## src/design/sps_pkg.sv

```systemverilog
// shared types and constants for the stepper phase sequencer
package sps_pkg;

  // item function codes
  typedef enum logic [1:0] {
    FUNC_TICK = 2'd0,
    FUNC_MOVE = 2'd1,
    FUNC_PASS = 2'd2
  } func_t;

  // configuration register indexes
  typedef enum logic [2:0] {
    CFG_STEP_MODE  = 3'd0,
    CFG_STEP_DELAY = 3'd1,
    CFG_FULL_PAT   = 3'd2,
    CFG_HALF_PAT   = 3'd3,
    CFG_FULL_ANGLE = 3'd4,
    CFG_HALF_ANGLE = 3'd5
  } cfg_idx_t;

  localparam int CFG_IDX_W  = 3;
  localparam int CFG_DATA_W = 32;

  // angle*256 + cycle/2 fits in 25 bits, so does the quotient
  localparam int QUOT_W     = 25;
  localparam int DIV_STEPS  = QUOT_W;
  localparam int DIV_CNT_W  = $clog2(DIV_STEPS);

  // controller to datapath
  typedef struct packed {
    logic load;      // capture the input transaction
    logic div_init;  // load dividend and divisor
    logic div_step;  // one restoring division step
    logic apply;     // update sequencer state and result
  } sps_cmd_t;

  // datapath to controller
  typedef struct packed {
    logic need_div;  // angle move while idle
  } sps_sts_t;

endpackage

```

## src/design/sps_ctrl.sv

```systemverilog
// controller state machine: sequences capture, division and state update
module sps_ctrl (
  input  logic              clk,
  input  logic              rst_n,
  input  logic              in_valid,
  output logic              in_ready,
  output logic              out_valid,
  input  logic              out_ready,
  output sps_pkg::sps_cmd_t cmd,
  input  sps_pkg::sps_sts_t sts
);
  import sps_pkg::*;

  typedef enum logic [1:0] {
    S_IDLE,
    S_DECIDE,
    S_DIV,
    S_APPLY
  } state_t;

  state_t                 state_r;
  logic [DIV_CNT_W-1:0]   cnt_r;
  logic                   out_valid_r;
  logic                   div_last;

  assign in_ready  = (state_r == S_IDLE) && (!out_valid_r || out_ready);
  assign out_valid = out_valid_r;
  assign div_last  = (cnt_r == DIV_CNT_W'(DIV_STEPS - 1));

  always_comb begin
    cmd          = '0;
    cmd.load     = in_valid && in_ready;
    cmd.div_init = (state_r == S_DECIDE) && sts.need_div;
    cmd.div_step = (state_r == S_DIV);
    cmd.apply    = ((state_r == S_DECIDE) && !sts.need_div) || (state_r == S_APPLY);
  end

  always_ff @(posedge clk) begin
    if (!rst_n) begin
      state_r     <= S_IDLE;
      cnt_r       <= '0;
      out_valid_r <= 1'b0;
    end else begin
      if (out_valid_r && out_ready) begin
        out_valid_r <= 1'b0;
      end
      case (state_r)
        S_IDLE: begin
          if (in_valid && in_ready) begin
            state_r <= S_DECIDE;
          end
        end
        S_DECIDE: begin
          if (sts.need_div) begin
            cnt_r   <= '0;
            state_r <= S_DIV;
          end else begin
            out_valid_r <= 1'b1;
            state_r     <= S_IDLE;
          end
        end
        S_DIV: begin
          cnt_r <= cnt_r + 1'b1;
          if (div_last) begin
            state_r <= S_APPLY;
          end
        end
        S_APPLY: begin
          out_valid_r <= 1'b1;
          state_r     <= S_IDLE;
        end
        default: begin
          state_r <= S_IDLE;
        end
      endcase
    end
  end

endmodule

```

## src/design/sps_datapath.sv

```systemverilog
// datapath: config registers, pass-count divider and coil sequencing state
module sps_datapath #(
  parameter int PASS_COUNT_BITS = 24
) (
  input  logic                          clk,
  input  logic                          rst_n,
  input  logic                          cfg_we,
  input  logic [sps_pkg::CFG_IDX_W-1:0]  cfg_index,
  input  logic [sps_pkg::CFG_DATA_W-1:0] cfg_wdata,
  input  logic [1:0]                    in_func,
  input  logic                          in_direction,
  input  logic [15:0]                   in_angle_deg,
  input  sps_pkg::sps_cmd_t             cmd,
  output sps_pkg::sps_sts_t             sts,
  output logic [3:0]                    out_coils,
  output logic                          out_busy_res,
  output logic                          out_done_res,
  output logic                          out_rejected
);
  import sps_pkg::*;

  localparam int EXT_W = (PASS_COUNT_BITS > QUOT_W) ? PASS_COUNT_BITS : QUOT_W;
  localparam logic [PASS_COUNT_BITS-1:0] PASS_MASK = {PASS_COUNT_BITS{1'b1}};

  function automatic logic [3:0] pattern_at(input logic mode, input logic [2:0] idx,
                                            input logic [15:0] full_pat,
                                            input logic [31:0] half_pat);
    logic [3:0] nib;
    if (mode) begin
      nib = half_pat[{idx, 2'b00} +: 4];
    end else begin
      nib = full_pat[{idx[1:0], 2'b00} +: 4];
    end
    return nib;
  endfunction

  // configuration
  logic        step_mode_r;
  logic [7:0]  step_delay_r;
  logic [15:0] full_pat_r;
  logic [31:0] half_pat_r;
  logic [15:0] full_angle_r;
  logic [15:0] half_angle_r;

  // captured transaction
  logic [1:0]  func_r;
  logic        dir_r;
  logic [15:0] angle_r;

  // divider
  logic [QUOT_W-1:0] dvd_r;
  logic [15:0]       rem_r;
  logic [15:0]       dsr_r;
  logic              cyc_zero_r;
  logic [15:0]       cyc_sel;
  logic [16:0]       rem_sh;
  logic [17:0]       diff;

  // sequencer state
  logic [2:0]                 phase_r, phase_nxt;
  logic [PASS_COUNT_BITS-1:0] passes_r, passes_nxt;
  logic [7:0]                 hold_r, hold_nxt;
  logic                       running_r, running_nxt;
  logic                       mdir_r, mdir_nxt;
  logic                       mmode_r, mmode_nxt;
  logic [3:0]                 coil_r, coil_nxt;
  logic                       done_r, done_nxt;
  logic                       rej_r, rej_nxt;

  logic [EXT_W-1:0]           q_ext;
  logic [PASS_COUNT_BITS-1:0] n_div, n_sel, passes_dec;
  logic [7:0]                 hold_inc, delay;
  logic [2:0]                 last_idx, start_idx;
  logic                       pass_end;

  assign sts.need_div = (func_r == FUNC_MOVE) && !running_r;

  assign cyc_sel = step_mode_r ? half_angle_r : full_angle_r;
  assign rem_sh  = {rem_r, dvd_r[QUOT_W-1]};
  assign diff    = {1'b0, rem_sh} - {2'b00, dsr_r};

  assign q_ext = EXT_W'(dvd_r);
  assign n_div = (cyc_zero_r || (q_ext > EXT_W'(PASS_MASK))) ? PASS_MASK
               : q_ext[PASS_COUNT_BITS-1:0];
  assign n_sel = (func_r == FUNC_PASS) ? PASS_COUNT_BITS'(1) : n_div;

  always_comb begin
    phase_nxt   = phase_r;
    passes_nxt  = passes_r;
    hold_nxt    = hold_r;
    running_nxt = running_r;
    mdir_nxt    = mdir_r;
    mmode_nxt   = mmode_r;
    coil_nxt    = coil_r;
    done_nxt    = 1'b0;
    rej_nxt     = 1'b0;
    hold_inc    = hold_r + 8'd1;
    delay       = (step_delay_r == 8'd0) ? 8'd1 : step_delay_r;
    last_idx    = mmode_r ? 3'd7 : 3'd3;
    start_idx   = dir_r ? (step_mode_r ? 3'd7 : 3'd3) : 3'd0;
    pass_end    = mdir_r ? (phase_r == 3'd0) : (phase_r >= last_idx);
    passes_dec  = passes_r - 1'b1;
    case (func_r)
      FUNC_MOVE, FUNC_PASS: begin
        if (running_r) begin
          rej_nxt = 1'b1;
        end else if (n_sel == '0) begin
          done_nxt = 1'b1;
        end else begin
          mmode_nxt   = step_mode_r;
          mdir_nxt    = dir_r;
          passes_nxt  = n_sel;
          hold_nxt    = 8'd0;
          phase_nxt   = start_idx;
          coil_nxt    = pattern_at(step_mode_r, start_idx, full_pat_r, half_pat_r);
          running_nxt = 1'b1;
        end
      end
      FUNC_TICK: begin
        if (running_r) begin
          if (hold_inc >= delay) begin
            hold_nxt = 8'd0;
            if (pass_end) begin
              passes_nxt = passes_dec;
              if (passes_dec == '0) begin
                running_nxt = 1'b0;
                done_nxt    = 1'b1;
              end else begin
                phase_nxt = mdir_r ? last_idx : 3'd0;
              end
            end else begin
              phase_nxt = mdir_r ? phase_r - 3'd1 : phase_r + 3'd1;
            end
            if (running_nxt) begin
              coil_nxt = pattern_at(mmode_r, phase_nxt, full_pat_r, half_pat_r);
            end
          end else begin
            hold_nxt = hold_inc;
          end
        end
      end
      default: begin
      end
    endcase
  end

  // configuration and sequencer state
  always_ff @(posedge clk) begin
    if (!rst_n) begin
      step_mode_r  <= 1'b0;
      step_delay_r <= 8'd2;
      full_pat_r   <= 16'h8421;
      half_pat_r   <= 32'h98C46231;
      full_angle_r <= 16'd11520;
      half_angle_r <= 16'd11520;
      phase_r      <= '0;
      passes_r     <= '0;
      hold_r       <= '0;
      running_r    <= 1'b0;
      mdir_r       <= 1'b0;
      mmode_r      <= 1'b0;
      coil_r       <= '0;
      done_r       <= 1'b0;
      rej_r        <= 1'b0;
    end else begin
      if (cfg_we) begin
        case (cfg_index)
          CFG_STEP_MODE:  step_mode_r  <= cfg_wdata[0];
          CFG_STEP_DELAY: step_delay_r <= cfg_wdata[7:0];
          CFG_FULL_PAT:   full_pat_r   <= cfg_wdata[15:0];
          CFG_HALF_PAT:   half_pat_r   <= cfg_wdata[31:0];
          CFG_FULL_ANGLE: full_angle_r <= cfg_wdata[15:0];
          CFG_HALF_ANGLE: half_angle_r <= cfg_wdata[15:0];
          default: begin
          end
        endcase
      end
      if (cmd.apply) begin
        phase_r   <= phase_nxt;
        passes_r  <= passes_nxt;
        hold_r    <= hold_nxt;
        running_r <= running_nxt;
        mdir_r    <= mdir_nxt;
        mmode_r   <= mmode_nxt;
        coil_r    <= coil_nxt;
        done_r    <= done_nxt;
        rej_r     <= rej_nxt;
      end
    end
  end

  // transaction capture and restoring divider
  always_ff @(posedge clk) begin
    if (cmd.load) begin
      func_r  <= in_func;
      dir_r   <= in_direction;
      angle_r <= in_angle_deg;
    end
    if (cmd.div_init) begin
      dvd_r      <= QUOT_W'({angle_r, 8'h00}) + QUOT_W'(cyc_sel[15:1]);
      rem_r      <= '0;
      dsr_r      <= cyc_sel;
      cyc_zero_r <= (cyc_sel == 16'd0);
    end else if (cmd.div_step) begin
      // quotient bits shift in where dividend bits leave
      if (!diff[17]) begin
        rem_r <= diff[15:0];
        dvd_r <= {dvd_r[QUOT_W-2:0], 1'b1};
      end else begin
        rem_r <= rem_sh[15:0];
        dvd_r <= {dvd_r[QUOT_W-2:0], 1'b0};
      end
    end
  end

  assign out_coils    = coil_r;
  assign out_busy_res = running_r;
  assign out_done_res = done_r;
  assign out_rejected = rej_r;

endmodule

```

## src/design/stepper_phase_sequencer.sv

```systemverilog
// top level: unipolar stepper full/half step phase sequencer
// sequencing: a tick, single-pass move, rejected move or unused code passes through the
//   decide state to its result; an angle move first runs the 25-step restoring division
//   of the pass count in the datapath, then the apply state, before its result
// flow: a new transaction is accepted only while idle and no result is held stalled
// reset: synchronous active-low rst_n restores register defaults, idles, coils off
module stepper_phase_sequencer #(
  parameter int PASS_COUNT_BITS = 24
) (
  input  logic                          clk,
  input  logic                          rst_n,
  input  logic                          cfg_we,
  input  logic [sps_pkg::CFG_IDX_W-1:0]  cfg_index,
  input  logic [sps_pkg::CFG_DATA_W-1:0] cfg_wdata,
  input  logic                          in_valid,
  output logic                          in_ready,
  input  logic [1:0]                    in_func,
  input  logic                          in_direction,
  input  logic [15:0]                   in_angle_deg,
  output logic                          out_valid,
  input  logic                          out_ready,
  output logic [3:0]                    out_coils,
  output logic                          out_busy_res,
  output logic                          out_done_res,
  output logic                          out_rejected
);
  import sps_pkg::*;

  sps_cmd_t cmd;
  sps_sts_t sts;

  sps_ctrl u_ctrl (
    .clk       (clk),
    .rst_n     (rst_n),
    .in_valid  (in_valid),
    .in_ready  (in_ready),
    .out_valid (out_valid),
    .out_ready (out_ready),
    .cmd       (cmd),
    .sts       (sts)
  );

  sps_datapath #(
    .PASS_COUNT_BITS (PASS_COUNT_BITS)
  ) u_dp (
    .clk          (clk),
    .rst_n        (rst_n),
    .cfg_we       (cfg_we),
    .cfg_index    (cfg_index),
    .cfg_wdata    (cfg_wdata),
    .in_func      (in_func),
    .in_direction (in_direction),
    .in_angle_deg (in_angle_deg),
    .cmd          (cmd),
    .sts          (sts),
    .out_coils    (out_coils),
    .out_busy_res (out_busy_res),
    .out_done_res (out_done_res),
    .out_rejected (out_rejected)
  );

endmodule

```

## config.mk

```make
export PLATFORM = sky130hd
export DESIGN_NAME = stepper_phase_sequencer
export DESIGN_NICKNAME = d
export VERILOG_FILES = /design/src/design/sps_pkg.sv /design/src/design/sps_ctrl.sv /design/src/design/sps_datapath.sv /design/src/design/stepper_phase_sequencer.sv
export SDC_FILE = /design/constraint.sdc
export NUM_CORES = 1
export LEC_CHECK = 0
export ABC_AREA = 0
export BUFFER_PORTS_ARGS = -buffer_cell sky130_fd_sc_hd__buf_2
export CAP_MARGIN = 10
export CORE_UTILIZATION = 56
export CTS_CLUSTER_DIAMETER = 40
export DETAILED_ROUTE_END_ITERATION = 10
export HOLD_SLACK_MARGIN = 0.03
export PLACE_DENSITY_LB_ADDON = 0.1
export RECOVER_POWER = 100
export SYNTH_ARGS = -nofsm -noshare
export SYNTH_HDL_FRONTEND = slang
export SYNTH_SLANG_ARGS = --single-unit
export TNS_END_PERCENT = 100
```

## constraint.sdc

```tcl
create_clock -name clk -period 3.2 [get_ports clk]
set_clock_uncertainty 0.1 [all_clocks]
set_input_delay 0.8 -clock clk [delete_from_list [all_inputs] [get_ports clk]]
set_output_delay 0.8 -clock clk [all_outputs]
set_load 0.05 [all_outputs]
```

After elaboration in Yosys (flattened, before gate mapping). Cells that the tools add are included.

Memory bits (writable): 0. Logic and storage cells: 170. Memories kept: 0. Bits in registers: 218. Latch bits: 0. Bits of input ports: 59. ROM bits: 0.

Equal/unequal tests: 20. Shift operators: 4. Reductions and logical operators: 38. Bitwise logic cells: 2. Mux-type cells: 71. $add $sub $neg: 7. $mul: 0. Magnitude comparators: 3. Divide/modulo/power cells: 0.

Operators by type and width (number): $mux W24 (7); $shiftx A32 B6 Y4 (2); $mux W25 (2); $logic_not A24 Y1 (2); $pmux W24 S2 (1); $mux W3 (14); $mux W8 (5); $mux W16 (2); $shiftx A16 B5 Y4 (2); $mux W4 (7); $add A24 B15 Y25 (1); $gt A25 B24 Y1 const B (1); $sub A24 B1 Y24 const B (1); $mux W1 (21); $reduce_and A2 Y1 (9); $sub A17 B16 Y18 (1); $logic_not A16 Y1 (1); $pmux W8 S2 (1); $reduce_and A7 Y1 (2); $ne A2 B1 Y1 const B (5); $pmux W5 S2 (1); $add A8 B1 Y8 const B (1); $ge A8 B8 Y1 (1); $logic_not A8 Y1 (1); 28 further kinds (54).

Longest topological paths before layout.
Word-level depth: 13. Gate-level depth with buffers: 16. Gate-level depth less buffers: 14.

Modules after synthesis. From an unflattened synthesis, not the netlist that was laid out.

Cells, all modules: 1444. Area, all modules: 12301.8 sq um.

Modules (own cells, without submodules): sps_datapath (area each 11880.1 sq um, instances 1, cells an instance 1396, seq. area each 4814.6 sq um); sps_ctrl (area each 421.7 sq um, instances 1, cells an instance 48, seq. area each 160.2 sq um).

Least setup slack after synthesis. Ideal clock, no wire load.

Kind: register -> register. From: reg u_dp.passes_r[0]. To: reg u_dp.coil_r[0], in the netlist u_dp.out_coils[0]. Setup slack: -0.324 ns. Period minus slack after synthesis: 3.524 ns. Stages on the path, launching flop included: 15. Setup time: 0.147 ns. Arrival: 3.276 ns. Data required time: 2.953 ns. Cell sequence: dfxtp_1 > clkbuf_2 > inv_1 > ha_1 > or3_2 > or4_4 > a21oi_2 > o211ai_2 > o31a_1 > o31ai_4 > buf_8 > mux2i_1 > mux2i_1 > o211ai_1 > a41oi_1.

Longest elaborated chain between the ends: 13. Elaborated cells on any way between the ends: 21. Classes of those cells: add/sub (1); eq/ne (1); shift (2); mux (15); reduce/logical (2).

RTL lines: start, declared (RTL line sps_datapath.sv:61) `logic [PASS_COUNT_BITS-1:0] passes_r, passes_nxt;`; start signal, assigned (RTL line sps_datapath.sv:180) `passes_r <= passes_nxt;`; $sub A24 B1 Y24 * (RTL line sps_datapath.sv:102) `passes_dec = passes_r - 1'b1;`; $logic_not A24 Y1 * (RTL line sps_datapath.sv:125) `if (passes_dec == '0) begin`; $mux W3 (RTL line sps_datapath.sv:125); $mux W3 (RTL line sps_datapath.sv:123) `if (pass_end) begin`; $mux W3 (RTL line sps_datapath.sv:121) `if (hold_inc >= delay) begin`; $mux W3 (RTL line sps_datapath.sv:120) `if (running_r) begin`; $mux W3 (RTL line sps_datapath.sv:103) `case (func_r)`; $shiftx A32 B6 Y4 / $shiftx A16 B5 Y4 (equally long branches) (RTL line sps_datapath.sv:30, sps_datapath.sv:32); $mux W4 (RTL line sps_datapath.sv:29) `if (mode) begin`; $mux W4 (RTL line sps_datapath.sv:134) `if (running_nxt) begin`; $mux W4 (RTL line sps_datapath.sv:121); $mux W4 (RTL line sps_datapath.sv:120); $pmux W4 S2 (RTL line sps_datapath.sv:103); end signal, assigned (RTL line sps_datapath.sv:185) `coil_r <= coil_nxt;`; end, declared (RTL line sps_datapath.sv:66) `logic [3:0] coil_r, coil_nxt;`.

Mark *: on every way between the ends. The rest lies on a longest branch, timed or not. The select of a mux whose other input is x is not followed. A chain may end at the register's enable or synchronous reset.

Final worst setup path.
From: reg u_dp.passes_r[0]. To: reg u_dp.coil_r[2], in the netlist u_dp.out_coils[2].

Same word-level chain as after synthesis.

==> results.cfg <==
[min_path]
hp-start = u_dp.full_angle_r[12]$_SDFFE_PN0P_
hold_end = u_dp.full_angle_r[12]$_SDFFE_PN0P_
min_path_type = reg -> reg
whs_path_depth = 2

[place]
dp.cells = 1732
hpwlAfterDp_um = 22200
preCtsSetupSlack_ns = -0.168
gp_congestion = 0.917
io_buffers = 67

[clock_tree]
cts_tree = built
clock_latency_ns = 0.52
htreeDepth = 2
clock_path_buffers = 3
cts_num_sinks = 218
root_buffer = clkbuf_16
cts.clk_slew.worst_paths_ns = 0.06
hold_buffers = 0
cts_buffers = 35

[global_routing]
antenna_found_initial = 0
grt_overflow = 0
grt_pass1_wl_um = 51600
grt_pass1_vias = 10300
track_usage_pct = 30.1
grt_max_degree = 48

[finish]
area_delta_synth_final_pct = 22.6
final_common_cell = nand2_1
final_cells = 1813
final_cell_mix = 280 x nand2_1, 155 x dfxtp_1, 114 x a21oi_1
nNetsFinal = 1619
drive_above_1_share_pct = 19.1
fillers = 1647
antenna_cells = 0

[worst_setup_path]
reg2reg_from = u_dp.passes_r[0]$_SDFFE_PN0P_
cp-end-kind = register
reg2reg_slack_ns = -0.18
crit_type = reg -> reg
path_buf_inv = 4
critPathMaxFanout = 11
worst_setup_path_start_kind = register
path_cells = inv_2 -> ha_4 -> or3_4 -> or4_4 -> a21oi_2 -> o211ai_2 -> o41ai_4 -> o31ai_4 -> buf_6 -> clkbuf_16 -> buf_4 -> mux2i_1 -> a21oi_1 -> o211ai_1 -> a41oi_2
r2r-end = u_dp.out_coils[2]$_SDFFE_PN0P_
required_ns = 3.53
arrival_ns = 3.72
rr_worst_depth = 15
critical-path-top-delay-family = compound AO/OA/AOI/OAI gates
max_stage_delay_ns = 0.44
critical_path.slowest_cell = o41ai_4

[synthesis]
syn_nets = 1469
ys.flop_type = dfxtp_1
syn_area_um2 = 11700
avgSynthCellArea_um2 = 8.56
syn_inst = 1366
ys_seq_area_share_pct = 42.5
synth_area_leaders = dfxtp_1 27%, edfxtp_1 16%, nand2_1 9.0%, a21oi_1 4.9%, ha_1 4.4%
ys_types = 89
yosys_warnings = 0
ys_seq_elements = 218
yosysTopAreaCellShare_pct = 26.9
ys_async_sr_fraction_pct = 0
synth_edf_count = 61
synth.largest_area_cell = dfxtp_1

[drt]
drc = 0
viasPerCell = 5.87
wl_um = 32600
drt_iter0_markers = 551
drt-pass1-iter-count = 7
wl_per_cell_um = 18.0
vias = 10600
ant_nets = 0

[sta]
setup_ws_ns = -0.185
worst_pin_slew_ns = 1.40
fin_crit_ns = 3.38
clock.fmax_mhz = 295
slew_headroom_pct = 6.41
slew_viol_final = 0
fin_crit_sh_pct = 106
tns_ns = -0.802
setup_violations = 8
rsz0062_at_grt = true
hold_viol_final = 0

[floorplan]
core-area_um2 = 20400
fp.dieW_um = 147
die_h_um = 147
die_area_um2 = 21500
ios = 68
rows = 52
start_util_pct = 57.4

[job]
max_cap_violations = 0

[status]
failed_checks = setup timing
run_status = complete, but fails checks

[power]
p_per_area_nw_per_um2 = 577
p_leak_uw = 0.00575
ir_drop_uv = 423
[synth_stat cells, drive strengths merged, types with 9 or more instances]
| cell type | number |
|---|---|
| o21ai | 96 |
| o211ai | 11 |
| mux2 | 12 |
| o21a | 14 |
| nor3 | 23 |
| or2 | 11 |
| xor2 | 18 |
| or3 | 10 |
| o31ai | 11 |
| a21boi | 10 |
| nor4 | 14 |
| a31oi | 19 |
| clkbuf | 67 |
| mux2i | 50 |
| dfxtp | 157 |
| buf | 11 |
| nand4 | 9 |
| inv | 58 |
| xnor2 | 15 |
| nor2 | 88 |
| nand3 | 45 |
| ha | 41 |
| nand2 | 280 |
| a21oi | 116 |
| a21o | 9 |
| edfxtp | 61 |
[worst max path at each step]
stage	startpoint	endpoint	slack (ns)	cells after the start
floorplan	u_dp.passes_r[2]$_SDFFE_PN0P_	u_dp.out_coils[0]$_SDFFE_PN0P_	-0.15	13
global placement	u_dp.passes_r[1]$_SDFFE_PN0P_	u_dp.out_coils[2]$_SDFFE_PN0P_	-0.13	13
detailed placement	u_dp.passes_r[1]$_SDFFE_PN0P_	u_dp.out_coils[2]$_SDFFE_PN0P_	-0.17	13
CTS	u_dp.passes_r[0]$_SDFFE_PN0P_	u_dp.out_coils[3]$_SDFFE_PN0P_	-0.16	12
global route	u_dp.passes_r[0]$_SDFFE_PN0P_	u_dp.out_coils[1]$_SDFFE_PN0P_	-0.30	15
finish	u_dp.passes_r[0]$_SDFFE_PN0P_	u_dp.out_coils[2]$_SDFFE_PN0P_	-0.18	15
[per-layer routing]
metal | track usage [%] | part of all wire [%]
met5 | 0 | 0
met4 | 12.4 | 3.6
met3 | 5.13 | 5.9
met1 | 39.3 | 44
met2 | 49.6 | 47
[worst register-to-register path, delay by kind of cell, from the launching register on]
kind / cells / cell delay, ns
multiplexers: 1 / 0.10
buffers and inverters: 4 / 0.52
flip-flops: 1 / 0.34
AND/OR/NAND/NOR: 2 / 0.79
AO/OA/AOI/OAI: 7 / 1.31
adder cells (fa/ha/maj): 1 / 0.15
[state kept, by name (all words and copies together) (netlist names), 2 cells and up, named ones only]
register / count
u_dp.angle_r: 16
u_ctrl.cnt_r: 5
u_dp.rem_r: 16
u_dp.half_angle_r: 16
u_dp.hold_r: 8
u_dp.step_delay_r: 8
u_dp.phase_r: 3
u_dp.out_coils: 4
u_dp.full_angle_r: 16
u_dp.dvd_r: 25
u_dp.dsr_r: 16
u_dp.func_r: 2
u_dp.passes_r: 24
u_dp.half_pat_r: 32
u_dp.full_pat_r: 16
[final cells by class]
type | count | area, um2 | share of cell area [%]
Clock buffer | 39 | 912 | 6.36
Tap cell | 270 | 338 | 2.36
Timing Repair Buffer | 191 | 1320 | 9.22
Inverter | 59 | 221 | 1.55
Sequential cell | 218 | 4980 | 34.7
Clock inverter | 25 | 253 | 1.76
Multi-Input combinational cell | 1011 | 6310 | 44.0
[stage by stage]
stage	total power (uW)	util, %	area [um2]	hold slack [ns]
after CTS	8250	69.3	14100	0.350
final	8280	70.4	14300	0.352
after global placement	4460	63.5	12900	0.341
after floorplan	4030	-	11800	0.325
after global routing	8590	70.4	14300	0.353
after detailed placement	4480	63.5	12900	0.345
[report_power, final]
group,leakage [uW],total [uW],switching (uW),internal (uW)
Combinational,0.00335,1390,802,586
Clock,0.000568,3750,1410,2340
Sequential,0.00183,3140,128,3010
Total,0.00575,8280,2340,5930
[timing repair]
| item | CTS | global route |
|---|---|---|
| cloned | 0 | 4 |
| pin swaps | 2 | 36 |
| buffers inserted | 0 | 14 |
| endpoints found under the setup margin | 22 | 61 |
| resized for setup | 9 | 44 |
[logic make-up (layout without fill, tap and decap cells)]
family / Yosys count / in the layout / synth area share, %
mux: 66 / 66 / 6.27
compound gates: 336 / 336 / 17.9
flops: 218 / 218 / 42.5
xor+xnor: 33 / 33 / 2.47
simple gates: 532 / 532 / 20.6
buf+inv: 137 / 314 / 5.29
fa+ha+maj: 44 / 44 / 4.90
(Power assumes the default switching activity.)
